## src/rtl/gnms_out_fifo.sv

```systemverilog
// Four-entry result queue that decouples the pipeline from the output stall.
module gnms_out_fifo (
    input  logic       i_clk,
    input  logic       i_rst_n,
    input  logic       i_push,
    input  logic       i_data,
    input  logic       i_stall,
    output logic       o_valid,
    output logic       o_data,
    output logic [2:0] o_count
);

    localparam int DEPTH = 4;

    logic [DEPTH-1:0] r_data;
    logic [1:0]       r_wptr;
    logic [1:0]       r_rptr;
    logic [2:0]       r_count;
    logic             pop;

    assign o_valid = (r_count != 3'd0);
    assign o_data  = r_data[r_rptr];
    assign o_count = r_count;
    assign pop     = o_valid && !i_stall;

    // Pointers and fill level.
    always_ff @(posedge i_clk) begin
        if (!i_rst_n) begin
            r_wptr  <= '0;
            r_rptr  <= '0;
            r_count <= '0;
        end else begin
            if (i_push) begin
                r_wptr <= r_wptr + 2'd1;
            end
            if (pop) begin
                r_rptr <= r_rptr + 2'd1;
            end
            r_count <= r_count + 3'(i_push) - 3'(pop);
        end
    end

    // Entry storage.
    always_ff @(posedge i_clk) begin
        if (i_push) begin
            r_data[r_wptr] <= i_data;
        end
    end

endmodule

```

## config.mk

```make
export PLATFORM = sky130hd
export DESIGN_NAME = gnms_out_fifo
export DESIGN_NICKNAME = d
export VERILOG_FILES = /design/src/rtl/gnms_out_fifo.sv
export SDC_FILE = /design/constraint.sdc
export NUM_CORES = 1
export LEC_CHECK = 0
export BUFFER_PORTS_ARGS = -buffer_cell sky130_fd_sc_hd__buf_4
export CELL_PAD_IN_SITES_DETAIL_PLACEMENT = 1
export CELL_PAD_IN_SITES_GLOBAL_PLACEMENT = 1
export CORE_AREA = 2 2 39 41
export DETAILED_ROUTE_END_ITERATION = 16
export DIE_AREA = 0 0 41 43
export PLACE_DENSITY = 0.77
export SYNTH_ARGS = -nofsm -noshare
export SYNTH_HDL_FRONTEND = slang
export SYNTH_SLANG_ARGS = --single-unit
```

## constraint.sdc

```tcl
create_clock -name i_clk -period 4.5 [get_ports i_clk]
set_input_delay 0.45 -clock i_clk [delete_from_list [all_inputs] [get_ports i_clk]]
set_output_delay 0.45 -clock i_clk [all_outputs]
set_load 0.02 [all_outputs]
```

* Word level (Yosys, flattened, before mapping) *
Index checks and enable logic that the tools add are counted.
Widths: inputs -> output; s select.

storage, ports and cells
  output and inout port bits = 5
  register bits after elaboration = 11
  logic and storage cells = 20
  input bits = 5

operators by class
  mux-type cells = 5
  $lt $le $gt $ge = 3
  add/sub/neg operators = 4
  reductions and logical operators = 4

operators with widths
  operator             number
  $lt 2x3->1 const B   2
  $add 2x1->2 const B  2
  $bwmux 4             1
  $add 3x1->3          1
  $reduce_bool 3->1    1
  $sub 3x1->3          1
  $bmux 1 s2           1
  $demux 1 s2          1
  $ge 2x1->1 const B   1
  $logic_and 1x1->1    2
  $mux 1               2
  $logic_not 1->1      1

* Logic depth before layout (Yosys ltp) *
  depth after elaboration = 5
  depth in mapped cells = 9
  gate-level depth less buffers = 9

* Least setup slack after synthesis *
No wires, ideal clock.

  path type = register to register
  start = register r_count[1] (netlist: o_count[1])
  end = register r_count[2] (netlist: o_count[2])
  arrival = 1.952 ns
  data required time = 4.385 ns
  path buffers = 0
  cell stages (with the launch flop) = 10
  period minus slack after synthesis = 2.067 ns
  setup slack = 2.433 ns
  library setup time = 0.115 ns
  path through = dfxtp_1 -> nor3_2 -> nor2_1 -> ha_1 -> inv_1 -> ha_1 -> fa_1 -> xnor2_1 -> xnor2_1 -> and2_1

on the way
  cells in the longest elaborated chain, start to end = 3
  elaborated cells on any way between the ends = 4
  classes of those cells = 2 x add/sub; 2 x reduce/logical

ends and longest elaborated chain
  what                    RTL line  text
  from (decl)             18        logic [2:0] r_count;
  from (signal assigned)  39        r_count <= r_count + 3'(i_push) - 3'(pop);
  $reduce_bool 3->1       21        assign o_valid = (r_count != 3'd0);
  $logic_and 1x1->1       24        assign pop = o_valid && !i_stall;
  net pop                 19        logic pop;
  $sub 3x1->3             39

The timed path passes the listed nets, and every way through them passes these cells.
A chain may end at the register's enable or synchronous reset.

* Final worst setup path *
Same ends and word-level chain as after synthesis.

==> implementation parameters <==
Parameter                              Value

Global routing
  Pin count of the biggest net entering global routing ... 9
  Global router's overall resource usage ... 13.0%
  Antenna violations before repair ... 0
  Number of global-route vias before repair ... 352
  Global-route wire length before repair ... 1440 um
  Overflow left after global routing ... 0

Placed design
  Detail Placement HPWL ... 671 um
  Routability congestion estimate ... 0.684
  DP Cell Count ... 73
  Placement-stage cell area ... 644 um^2
  Buffers added on ports ... 9

Drt
  M1 wire length ... 343 um
  Metal2 WL ... 433 um
  Number of routed nets with antenna violations ... 0
  Final routed wire length divided by cell count ... 10.8 um
  Via count ... 355
  Post-detailed-route via-to-cell ratio ... 4.61
  Wire length after detailed routing ... 831 um
  Initial detailed-routing violation count ... 0
  Highest metal layer with signal wires ... met4
  Residual DRC count ... 0
  Routed wire length on met3 ... 27 um
  First-pass detailed-route iteration total ... 1

Yosys
  Number of unique standard cell types used by synthesis ... 19
  Post-synthesis simple-gate area fraction ... 16.9%
  Number of standard cells after synthesis ... 48
  Share of async-settable or async-resettable flops after synthesis ... 0%
  Yosys top cell by area ... dfxtp_1
  Most frequent cell after synthesis ... and2_1
  XOR/XNOR share of the synthesized area ... 4.72%
  Synth top area share ... 25.2%
  Largest family of logic cells by synthesized area ... adder cells
  Synth area leaders ... dfxtp_1 25%, edfxtp_1 22%, ha_1 13%, and2_1 9.0%, inv_1 4.7%
  Top post-synthesis cells by count ... 8 x and2_1, 7 x dfxtp_1, 7 x inv_1
  Mux cell area share after synthesis ... 7.64%
  Synthesized netlist net count ... 60
  Mean instance size in the synthesized netlist ... 11.6 um^2
  Proportion of synthesized chip area in sequential cells ... 46.7%
  Arithmetic-cell share of the synthesized area counting full adders, half adders and majority gates ... 17.1%
  Yosys warning count ... 0
  Number of register bits inferred by synthesis ... 11
  Post-synthesis compound-gate area fraction ... 2.25%
  Post-synth EDFFs ... 4
  Mapped cell area ... 557 um^2
  Most frequently used flop master after synthesis ... dfxtp_1

Power
  Total power draw ... 0.000361 W
  Internal power summed over all cells ... 0.000232 W
  Static leakage ... 0.295 nW
  Switching share of power ... 35.7%
  Relative contribution of combinational cells to total power ... 42.9%
  Pwr dens ... 537 mW/mm^2
  Highest ir drop seen on vdd ... 0.193 mV
  Part of the total power dissipated in the clock network ... 18.6%
  Reg power frac ... 38.5%
  Sw Pwr ... 0.000129 W

Worst setup path
  Worst-path cell chain ... nor3_2 > nor2_1 > ha_1 > inv_1 > ha_1 > fa_1 > xnor2_1 > xnor2_1 > and2_1
  Crit path kind ... reg -> reg
  Critical Path Source Type ... register
  Data required, critical path ... 4.67 ns
  Buffer and inverter count on the worst path ... 1
  Slowest cell on the critical path ... fa_1
  Category of cells accounting for the largest share of critical-path delay ... adder cells
  Delay of the slowest cell on the worst path ... 0.37 ns
  Endpoint arrival time on the critical path ... 2.26 ns
  Endpoint kind of the worst setup timing path ... register
  Largest driver fanout on the critical path ... 5

Clocking
  Later-pin clock latency in the skew report ... 0.27 ns
  Number of sinks handled by clock tree synthesis ... 11
  Resized cells post-CTS ... 0
  CTS tree ... done
  Total CTS buffers ... 3
  Root Buffer Master ... clkbuf_4
  Worst-case clock buffer depth ... 2
  Clock-pin slew reported for the worst setup and hold paths after clock tree synthesis ... 0.07 ns
  Setup repair bufs after CTS ... 0
  Number of H-tree branching levels ... 1
  Hold buffer count at CTS ... 0

Floorplanning
  Die Footprint ... 0.00176 mm^2
  Effective utilization at floorplan ... 40.2%
  Die span in x ... 41 um
  # IOs ... 10
  Height of the die ... 43 um
  Number of core rows ... 14
  Area inside the core boundary ... 0.00138 mm^2

Finish
  # fillers ... 157
  Fraction of final layout cells sized beyond drive strength 1 ... 24.6%
  Post-layout instance area ... 672 um^2
  Total Nets Final ... 74
  Number of standard cells in the final layout excluding fillers ... 77
  Total inserted antenna cells ... 0
  Area growth, synth to finish ... 20.7%

Timing
  Setup TNS after final layout ... 0 ns
  Max Slew Vio Count ... 0
  Final-layout worst hold slack ... 0.378 ns
  Fmax ... 478 MHz
  Time the worst path needs with I/O delays and setup ... 2.09 ns
  Setup-violating endpoint count in the final report ... 0
  Worst Tran Pin Value ... 0.286 ns
  Unrepaired setup endpoints after global routing ... false
  Fin crit share ... 46.5%
  Worst-case clock skew ... 0.00151 ns
  Final hold violation count ... 0
  Slew headroom ... 80.9%

Flow run
  Maximum Capacitance Violations ... 0

Worst hold path
  Min-delay worst type ... in -> reg

Status
  Status ... finished clean
kinds of logic after synthesis:
| group | after synthesis |
|---|---|
| buffers and inverters | 7 |
| muxes | 3 |
| and+or+nand+nor | 15 |
| AOI/OAI and AO/OA | 2 |
| adders and majority gates | 7 |
| DFF | 11 |
| xor gates and xnor gates | 3 |
layout make-up:
class,instances,area [um^2],area share [%]
multi-input cells,30,270,40.2
flip-flops and latches,11,260,38.7
repair buffers,9,67.6,10.1
inverters,7,26.3,3.91
clock buffers,3,22.5,3.35
well taps,16,20.0,2.98
clock inverters,1,5.00,0.745
cell usage in the layout (no fill, tap or decap):
| master | netlist | routed |
|---|---|---|
| a21boi_1 | 1 | 1 |
| and2_1 | 8 | 8 |
| buf_4 | 0 | 9 |
| clkbuf_4 | 0 | 3 |
| clkinv_2 | 0 | 1 |
| dfxtp_1 | 7 | 7 |
| edfxtp_1 | 4 | 4 |
| fa_1 | 1 | 1 |
| ha_1 | 6 | 6 |
| inv_1 | 7 | 7 |
| mux2i_1 | 2 | 2 |
| mux4_2 | 1 | 1 |
| nand2_1 | 1 | 1 |
| nand2b_1 | 1 | 1 |
| nor2_1 | 1 | 1 |
| nor2b_1 | 1 | 1 |
| nor3_2 | 1 | 1 |
| nor3b_1 | 1 | 1 |
| o21ai_0 | 1 | 1 |
| or3_1 | 1 | 1 |
| xnor2_1 | 2 | 2 |
| xor2_1 | 1 | 1 |
path summary, 6_finish.rpt:
path / startpoint / end / slack [ns] / cells past startpoint
hold reg to reg: r_rptr[1] / r_rptr[1] / 0.48 / 2
setup / recovery: o_count[1] / o_count[2] / 2.41 / 9
hold / removal: i_data / r_data[3] / 0.38 / 1
setup reg to reg: o_count[1] / o_count[2] / 2.41 / 9
worst register-to-register path, stage by stage (launching register included):
cell and delay [ns]:
dfxtp_1 0.34, nor3_2 0.30, nor2_1 0.08, ha_1 0.28, inv_1 0.04, ha_1 0.18
fa_1 0.37, xnor2_1 0.14, xnor2_1 0.12, and2_1 0.15
state kept, by name, indices dropped and copies added (netlist names):
name / count
o_count: 3
r_data: 4
r_wptr: 2
r_rptr: 2
power groups by stage:
stage | clock, W | combinational, W | sequential [W]
after floorplan | 0 | 0.0000955 | 0.000151
after global placement | 0 | 0.000152 | 0.000140
after detailed placement | 0 | 0.000157 | 0.000142
after CTS | 0.0000702 | 0.000159 | 0.000139
after global routing | 0.0000780 | 0.000175 | 0.000142
final | 0.0000671 | 0.000155 | 0.000139
routing by layer:
metal | vias up | global-route usage [%]
met5 | - | 0
met4 | 0 | 10.0
met3 | 4 | 4.71
met2 | 6 | 18.4
met1 | 165 | 15.1
li1 | 180 | -
metrics by stage:
step | setup slack (ns) | util [%]
6_report | 2.41 | 48.6
4_1_cts | 2.38 | 48.6
3_3_place_gp | 2.42 | 46.6
3_5_place_dp | 2.40 | 46.6
2_1_floorplan | 2.43 | -
5_1_grt | 2.26 | 48.6
No activity file was read; power rests on OpenSTA's default activity.
