`config.mk`:
```
export PLATFORM = sky130hd
export DESIGN_NAME = gnms_window
export DESIGN_NICKNAME = d
export VERILOG_FILES = /design/src/rtl/gnms_pkg.sv /design/src/rtl/gnms_window.sv
export SDC_FILE = /design/constraint.sdc
export NUM_CORES = 1
export LEC_CHECK = 0
export BUFFER_PORTS_ARGS = -buffer_cell sky130_fd_sc_hd__clkbuf_2
export CAP_MARGIN = 10
export CORE_MARGIN = 2
export CORE_UTILIZATION = 55
export CTS_CLUSTER_SIZE = 16
export DETAILED_ROUTE_END_ITERATION = 7
export GPL_ROUTABILITY_DRIVEN = 0
export PLACE_DENSITY_LB_ADDON = 0.3
export SYNTH_ARGS = -nofsm -noshare
export SYNTH_HDL_FRONTEND = slang
export SYNTH_SLANG_ARGS = --single-unit
```
`constraint.sdc`:
```
create_clock -name i_clk -period 3.9 [get_ports i_clk]
set_clock_uncertainty 0.15 [all_clocks]
set_input_delay 0.975 -clock i_clk [delete_from_list [all_inputs] [get_ports i_clk]]
set_output_delay 0.975 -clock i_clk [all_outputs]
set_load 0.005 [all_outputs]
```
`src/rtl/gnms_pkg.sv`:
```
// Shared types, constants and the angle-to-sector function for gradient NMS.
package gnms_pkg;

    // Field widths fixed by the pixel format.
    localparam int MAG_W   = 8;
    localparam int ANG_W   = 13;
    localparam int CFG_W   = 12;
    localparam int ROWS    = 5;

    // Line width limits and the width in use after reset.
    localparam int MIN_WIDTH   = 5;
    localparam int RESET_WIDTH = 1080;

    // Angle thresholds in 1/16 degree.
    localparam logic [ANG_W-1:0] HALF_TURN    = 13'd2880;
    localparam logic [ANG_W-1:0] FULL_TURN    = 13'd5760;
    localparam logic [ANG_W-1:0] SEC_LOW      = 13'd360;
    localparam logic [ANG_W-1:0] SEC_DIAG_END = 13'd1080;
    localparam logic [ANG_W-1:0] SEC_VERT_END = 13'd1800;
    localparam logic [ANG_W-1:0] SEC_HIGH     = 13'd2520;

    typedef enum logic [1:0] {
        SEC_HORZ = 2'd0,
        SEC_DIAG = 2'd1,
        SEC_VERT = 2'd2,
        SEC_ANTI = 2'd3
    } t_sector;

    // One window column, index 0 is the oldest row.
    typedef logic [ROWS-1:0][MAG_W-1:0] t_column;

    // Control that travels with a pixel through the pipeline.
    typedef struct packed {
        logic valid;
        logic emit;
        logic interior;
    } t_stage;

    // Result leaving the compare stage.
    typedef struct packed {
        logic valid;
        logic emit;
        logic res;
    } t_result;

    // Reduce the angle modulo a half turn and sort it into a sector.
    function automatic t_sector sector_of(input logic [ANG_W-1:0] angle);
        logic [ANG_W-1:0] d;
        t_sector          s;
        if (angle >= FULL_TURN) begin
            d = angle - FULL_TURN;
        end else if (angle >= HALF_TURN) begin
            d = angle - HALF_TURN;
        end else begin
            d = angle;
        end
        if (d < SEC_LOW || d >= SEC_HIGH) begin
            s = SEC_HORZ;
        end else if (d < SEC_DIAG_END) begin
            s = SEC_DIAG;
        end else if (d < SEC_VERT_END) begin
            s = SEC_VERT;
        end else begin
            s = SEC_ANTI;
        end
        return s;
    endfunction

endpackage

```
`src/rtl/gnms_window.sv`:
```
// 5x5 magnitude window, centre sector delay and the suppression compare.
module gnms_window (
    input  logic                    i_clk,
    input  logic                    i_rst_n,
    input  gnms_pkg::t_stage        i_stage,
    input  gnms_pkg::t_column       i_column,
    input  gnms_pkg::t_sector       i_old_sec,
    output gnms_pkg::t_result       o_result
);

    logic [gnms_pkg::ROWS-1:0][gnms_pkg::ROWS-1:0][gnms_pkg::MAG_W-1:0] r_win;
    gnms_pkg::t_sector r_sp0;
    gnms_pkg::t_sector r_sp1;
    gnms_pkg::t_sector r_csec;
    gnms_pkg::t_stage  r_s2;

    logic [gnms_pkg::MAG_W-1:0] ctr;
    logic [gnms_pkg::MAG_W-1:0] n1;
    logic [gnms_pkg::MAG_W-1:0] n2;
    logic [gnms_pkg::MAG_W-1:0] n3;
    logic [gnms_pkg::MAG_W-1:0] n4;

    // Control of the compare stage.
    always_ff @(posedge i_clk) begin
        if (!i_rst_n) begin
            r_s2 <= '0;
        end else begin
            r_s2 <= i_stage;
        end
    end

    // Shift the window left by one column and step the sector delay.
    always_ff @(posedge i_clk) begin
        if (i_stage.valid) begin
            for (int r = 0; r < gnms_pkg::ROWS; r++) begin
                for (int k = 0; k < gnms_pkg::ROWS - 1; k++) begin
                    r_win[r][k] <= r_win[r][k+1];
                end
                r_win[r][gnms_pkg::ROWS-1] <= i_column[r];
            end
            r_csec <= r_sp1;
            r_sp1  <= r_sp0;
            r_sp0  <= i_old_sec;
        end
    end

    // Pick the four neighbors along the centre pixel's sector.
    always_comb begin
        ctr = r_win[2][2];
        case (r_csec)
            gnms_pkg::SEC_HORZ: begin
                n1 = r_win[2][1];
                n2 = r_win[2][0];
                n3 = r_win[2][3];
                n4 = r_win[2][4];
            end
            gnms_pkg::SEC_DIAG: begin
                n1 = r_win[1][1];
                n2 = r_win[0][0];
                n3 = r_win[3][3];
                n4 = r_win[4][4];
            end
            gnms_pkg::SEC_VERT: begin
                n1 = r_win[1][2];
                n2 = r_win[0][2];
                n3 = r_win[3][2];
                n4 = r_win[4][2];
            end
            gnms_pkg::SEC_ANTI: begin
                n1 = r_win[1][3];
                n2 = r_win[0][4];
                n3 = r_win[3][1];
                n4 = r_win[4][0];
            end
            default: begin
                n1 = r_win[2][1];
                n2 = r_win[2][0];
                n3 = r_win[2][3];
                n4 = r_win[2][4];
            end
        endcase
    end

    // The centre survives when it ties or beats the first negative neighbor
    // and strictly beats the other three; border pixels always give zero.
    always_comb begin
        o_result.valid = r_s2.valid;
        o_result.emit  = r_s2.emit;
        o_result.res   = r_s2.interior && (ctr >= n1) && (ctr > n2)
                         && (ctr > n3) && (ctr > n4);
    end

endmodule

```
# Word-level counts from Yosys, hierarchy flattened
# Index checks and enable logic that the tools add are counted.
totals:
  register_bits: 193
  in_bits: 47
  elab_cells: 45
classes:
  eq_ne: 3
  order_cmp: 4
  n_mux: 4
  n_reduce_logical: 5
ops:
  columns: ["cell", "count"]
  rows:
  - ["8-bit one-hot mux with 4 select lines", 4]
  - ["8-bit greater-than comparator", 3]
  - ["8-bit greater-or-equal comparator", 1]
  - ["2-bit equality test, second input constant", 2]
  - ["1-bit logical AND", 4]
  - ["2-bit by 1-bit equality test with 1-bit output, second input constant", 1]
  - ["2-bit logical NOT", 1]

# Longest topological paths before layout
logic_depth:
  depth_word: 7
  ltp_mapped: 11
  depth_no_buf: 8

# Least setup slack after synthesis
# Ideal clock, no wire load.
synth_timing:
  path_type: "register -> output"
  from: "register r_csec[0]"
  to: "output port o_result[0] (netlist name)"
  t_arrival_ps: 2100
  stages_incl_launch_ff: 12
  setup_slack_ps: 675
  required_time_ps: 2775
  path_cell_list: "edfxtp_1 > buf_6 > buf_6 > buf_4 > mux4_2 > inv_1 > ha_1 > nor2b_1 > o211ai_1 > a211oi_1 > o32ai_1 > a311oi_1"
synth_lines:
  columns: ["item", "line_no", "source"]
  rows:
  - ["from (decl)", "gnms_window.sv:14", "gnms_pkg::t_sector r_csec;"]
  - ["from (signal assigned)", "gnms_window.sv:41", "r_csec <= r_sp1;"]
  - ["to (decl)", "gnms_window.sv:8", "output gnms_pkg::t_result o_result"]

==> summary.md <==
| Metric | Value |
|---|---|
| Slew @ Worst Pin | `roughly 0.54 ns` |
| IO Pins | `50` |
| Die height | `~120 um` |
| Aggregate global-route resource usage | `0.1834` |
| Grt total ovfl | `0` |
| Hold Slack | `0.2678 ns` |
| Peak VDD IR | `350.2 uV` |
| Synthesized flop and latch total | `193` |
| Synth area leaders | `edfxtp_1 77%, mux4_2 9.8%, ha_1 5.4%, inv_1 1.5%, dfxtp_1 0.81%` |
| Sequential fraction of the synthesis area | `0.7804` |
| Drt initial violations | `197` |
| Post-DP HPWL | `between 6 and 7 mm` |
| Port Buffers | `49` |
| Critical Path RT | `roughly 2.8 ns` |
| Synth Area in Adders | `0.05419` |
| DRT Pass-1 Iters | `4` |
| WS Path Type | `flip-flop to output port` |
| Power per cell area | `slightly above 500 nW/um^2` |
| Leakage | `between 3 and 4 nW` |
| Status | `complete, but fails checks` |
| Vias in the first global route | `roughly 3500` |
| Crit path max fanout | `7` |
| Crit path arrival time | `between 2 and 3 ns` |
| Core ar. | `~13000 sq um` |
| Via density | `5.453` |
| Number of flops mapped to enable cells by yosys | `190` |
| Fillers | `between 800 and 900` |
| CTS tree | `done` |
| Synth unique cells | `26` |
| Worst Hold Class | `flip-flop to flip-flop` |
| Synth Area in Compound Gates | `0.02235` |
| Initial Utilization | `0.5601` |
| Synth area leader | `edfxtp_1` |
| Worst Setup End Kind | `output port` |
| Tmin final | `4.107 ns` |
| Multi-input logic area | `1659 sq um` |
| H-tree level count | `4` |
| Final ANT Viol Nets | `0` |
| Routed WL per cell | `~20 um` |
| Clock Sinks | `just under 200` |
| Setup Viol. Count Final | `1` |
| Syn. warnings | `0` |
| Worst-Skew Late Latency | `~0.43 ns` |
| Combinational family with the most area after synthesis | `multiplexers` |
| CP Launch Type | `flip-flop` |
| DR vias | `roughly 3300` |
| Number of antenna diodes | `0` |
| Max cap viols | `0` |
| Root Buffer | `clkbuf_16` |
| Mux contribution to synthesized area | `0.09754` |
| CTS max path bufs | `2` |
| Max frequency | `243.5 MHz` |
| Die extent in x | `between 100 and 150 um` |
| Async S/R FF share, synth | `0` |
| Final WL | `roughly 12 mm` |
| Synth Cell Area | `roughly 7400 sq um` |
| Final WS setup | `-0.2069 ns` |
| First-pass GRT wire length | `19.02 mm` |
| Failing checks | `setup timing` |
| Share of the synthesized area in the top cell type | `0.7722` |
| Hold buffers post-CTS | `0` |
| Area delta synth->final | `19.34%` |
| Fin Setup TNS | `-0.2069 ns` |
| Max_slew headroom | `0.6370` |
| Top-count cell post-synth | `edfxtp_1` |
| RSZ-0062 raised after global routing | `yes` |
| Total clock buffers created by CTS | `17` |
| Post-Synth Simple-Gate Area | `0.01812` |
| Slew Viols, Final | `0` |
| DRC violations left | `0` |
| Mean post-synth cell area | `21.42 sq um` |
| Initial antenna violation count | `0` |
| Clock Pin Slew Worst Setup and Hold Paths | `roughly 0.060 ns` |
| Synth cell count leaders | `190 x edfxtp_1, 32 x ha_1, 32 x mux4_2` |
| Final Hold Fails | `0` |
| Layout cells sized above 1 | `0.3836` |
| Register area | `~5800 sq um` |
| Synth Instances | `around 350` |
| Row Count | `42` |
| XOR/XNOR share of the synthesized area | `0` |
| Final net count | `just over 500` |
| Top FF cell, synth | `edfxtp_1` |
| Largest net degree at the start of global routing | `about 60` |
| Total Die Area | `approximately 14000 sq um` |
| Fin crit share | `1.053` |
| Post-Syn Nets | `approximately 420` |
-- per-layer routing --
layer / vias up / routed length [um] / track usage
met5: - / 0 / 0
met2: 80 / 5839 / 0.2834
met1: 1701 / 5454 / 0.2479
met4: 0 / 228 / 0.07721
met3: 19 / 501 / 0.05228
li1: 1548 / - / -
-- cells in the final DEF (no fill, tap or decap), drive strengths merged --
cell type	n
edfxtp	190
clkbuf	70
clkinvlp	4
buf	24
a21o	3
nand4	1
o21bai	2
a211oi	7
o32ai	1
o31ai	2
nor2	4
ha	32
nand3	6
inv	30
o21ai	1
and2	3
dfxtp	3
clkinv	3
nand2	4
nor3	1
o211ai	1
nor2b	5
nand2b	1
bufinv	1
a21oi	5
and3	1
a311oi	1
mux4	32
-- cells by family after synthesis --
kind of cell / count (synthesis)
and+or+nand+nor: 26
DFF: 193
buffers and inverters: 39
AOI/OAI and AO/OA: 23
adders and majority gates: 32
muxes: 32
-- critical path: stages, from the launching register on --
cell and delay, ns:
edfxtp_1 0.43, buf_6 0.16, buf_16 0.14, buf_4 0.13, mux4_2 0.42, inv_1 0.13, ha_4 0.16, nand3_2 0.07
buf_4 0.15, a211oi_4 0.21, o32ai_2 0.10, a311oi_2 0.28, buf_2 0.16
-- where the power goes --
| group | total (mW) | switching [mW] | leakage (nW) | internal, mW |
|---|---|---|---|---|
| registers | 2.51 | 0.0664 | 1.88 | 2.44 |
| clock network | 1.62 | 0.722 | 0.254 | 0.895 |
| logic | 0.381 | 0.186 | 1.06 | 0.196 |
| total | 4.50 | 0.974 | 3.20 | 3.53 |
-- per-stage QoR --
step           power [mW]  worst slack [ns]  area [sq um]    util  instances
2_1_floorplan       2.702            0.6745          7388       -        345
3_5_place_dp        2.838            0.1822          7864  0.5962        568
5_1_grt             4.665           -0.3347          8817  0.6685        614
4_1_cts             4.504           -0.1152          8727  0.6616        609
3_3_place_gp        2.820            0.2305          7864  0.5962        568
6_report            4.503           -0.2069          8817  0.6685        614
-- final cells by class --
class	instances	share of cell area
clock inverter	9	0.009508
tap	176	0.02498
timing repair buffer	71	0.05917
multi-input combinational	113	0.1882
sequential	193	0.6539
clock buffer	23	0.05194
inverter	29	0.01235
-- repair_timing --
item / in CTS / in global routing
gates resized for setup: 37 / 9
cloned: 3 / 0
pin swaps: 7 / 5
setup endpoints to repair: 1 / 1
setup buffers: 6 / 5
-- state kept, by name, summed over array words and instances, names as in the netlist --
name and flops:
r_sp1 2, r_sp0 2, ctr 8, o_result 2, r_s2 1, r_win 176
r_csec 2
-- path summary, 6_finish.rpt --
check	from	end	slack, ns	cells after the start
max	r_csec[1]$_DFFE_PP_	o_result[0]	-0.21	12
max reg2reg	ctr[1]$_DFFE_PP_	r_win[89]$_DFFE_PP_	2.88	0
min reg2reg	r_win[158]$_DFFE_PP_	r_win[150]$_DFFE_PP_	0.27	0
min	r_win[158]$_DFFE_PP_	r_win[150]$_DFFE_PP_	0.27	0
Power figures use the tool's default switching activity.
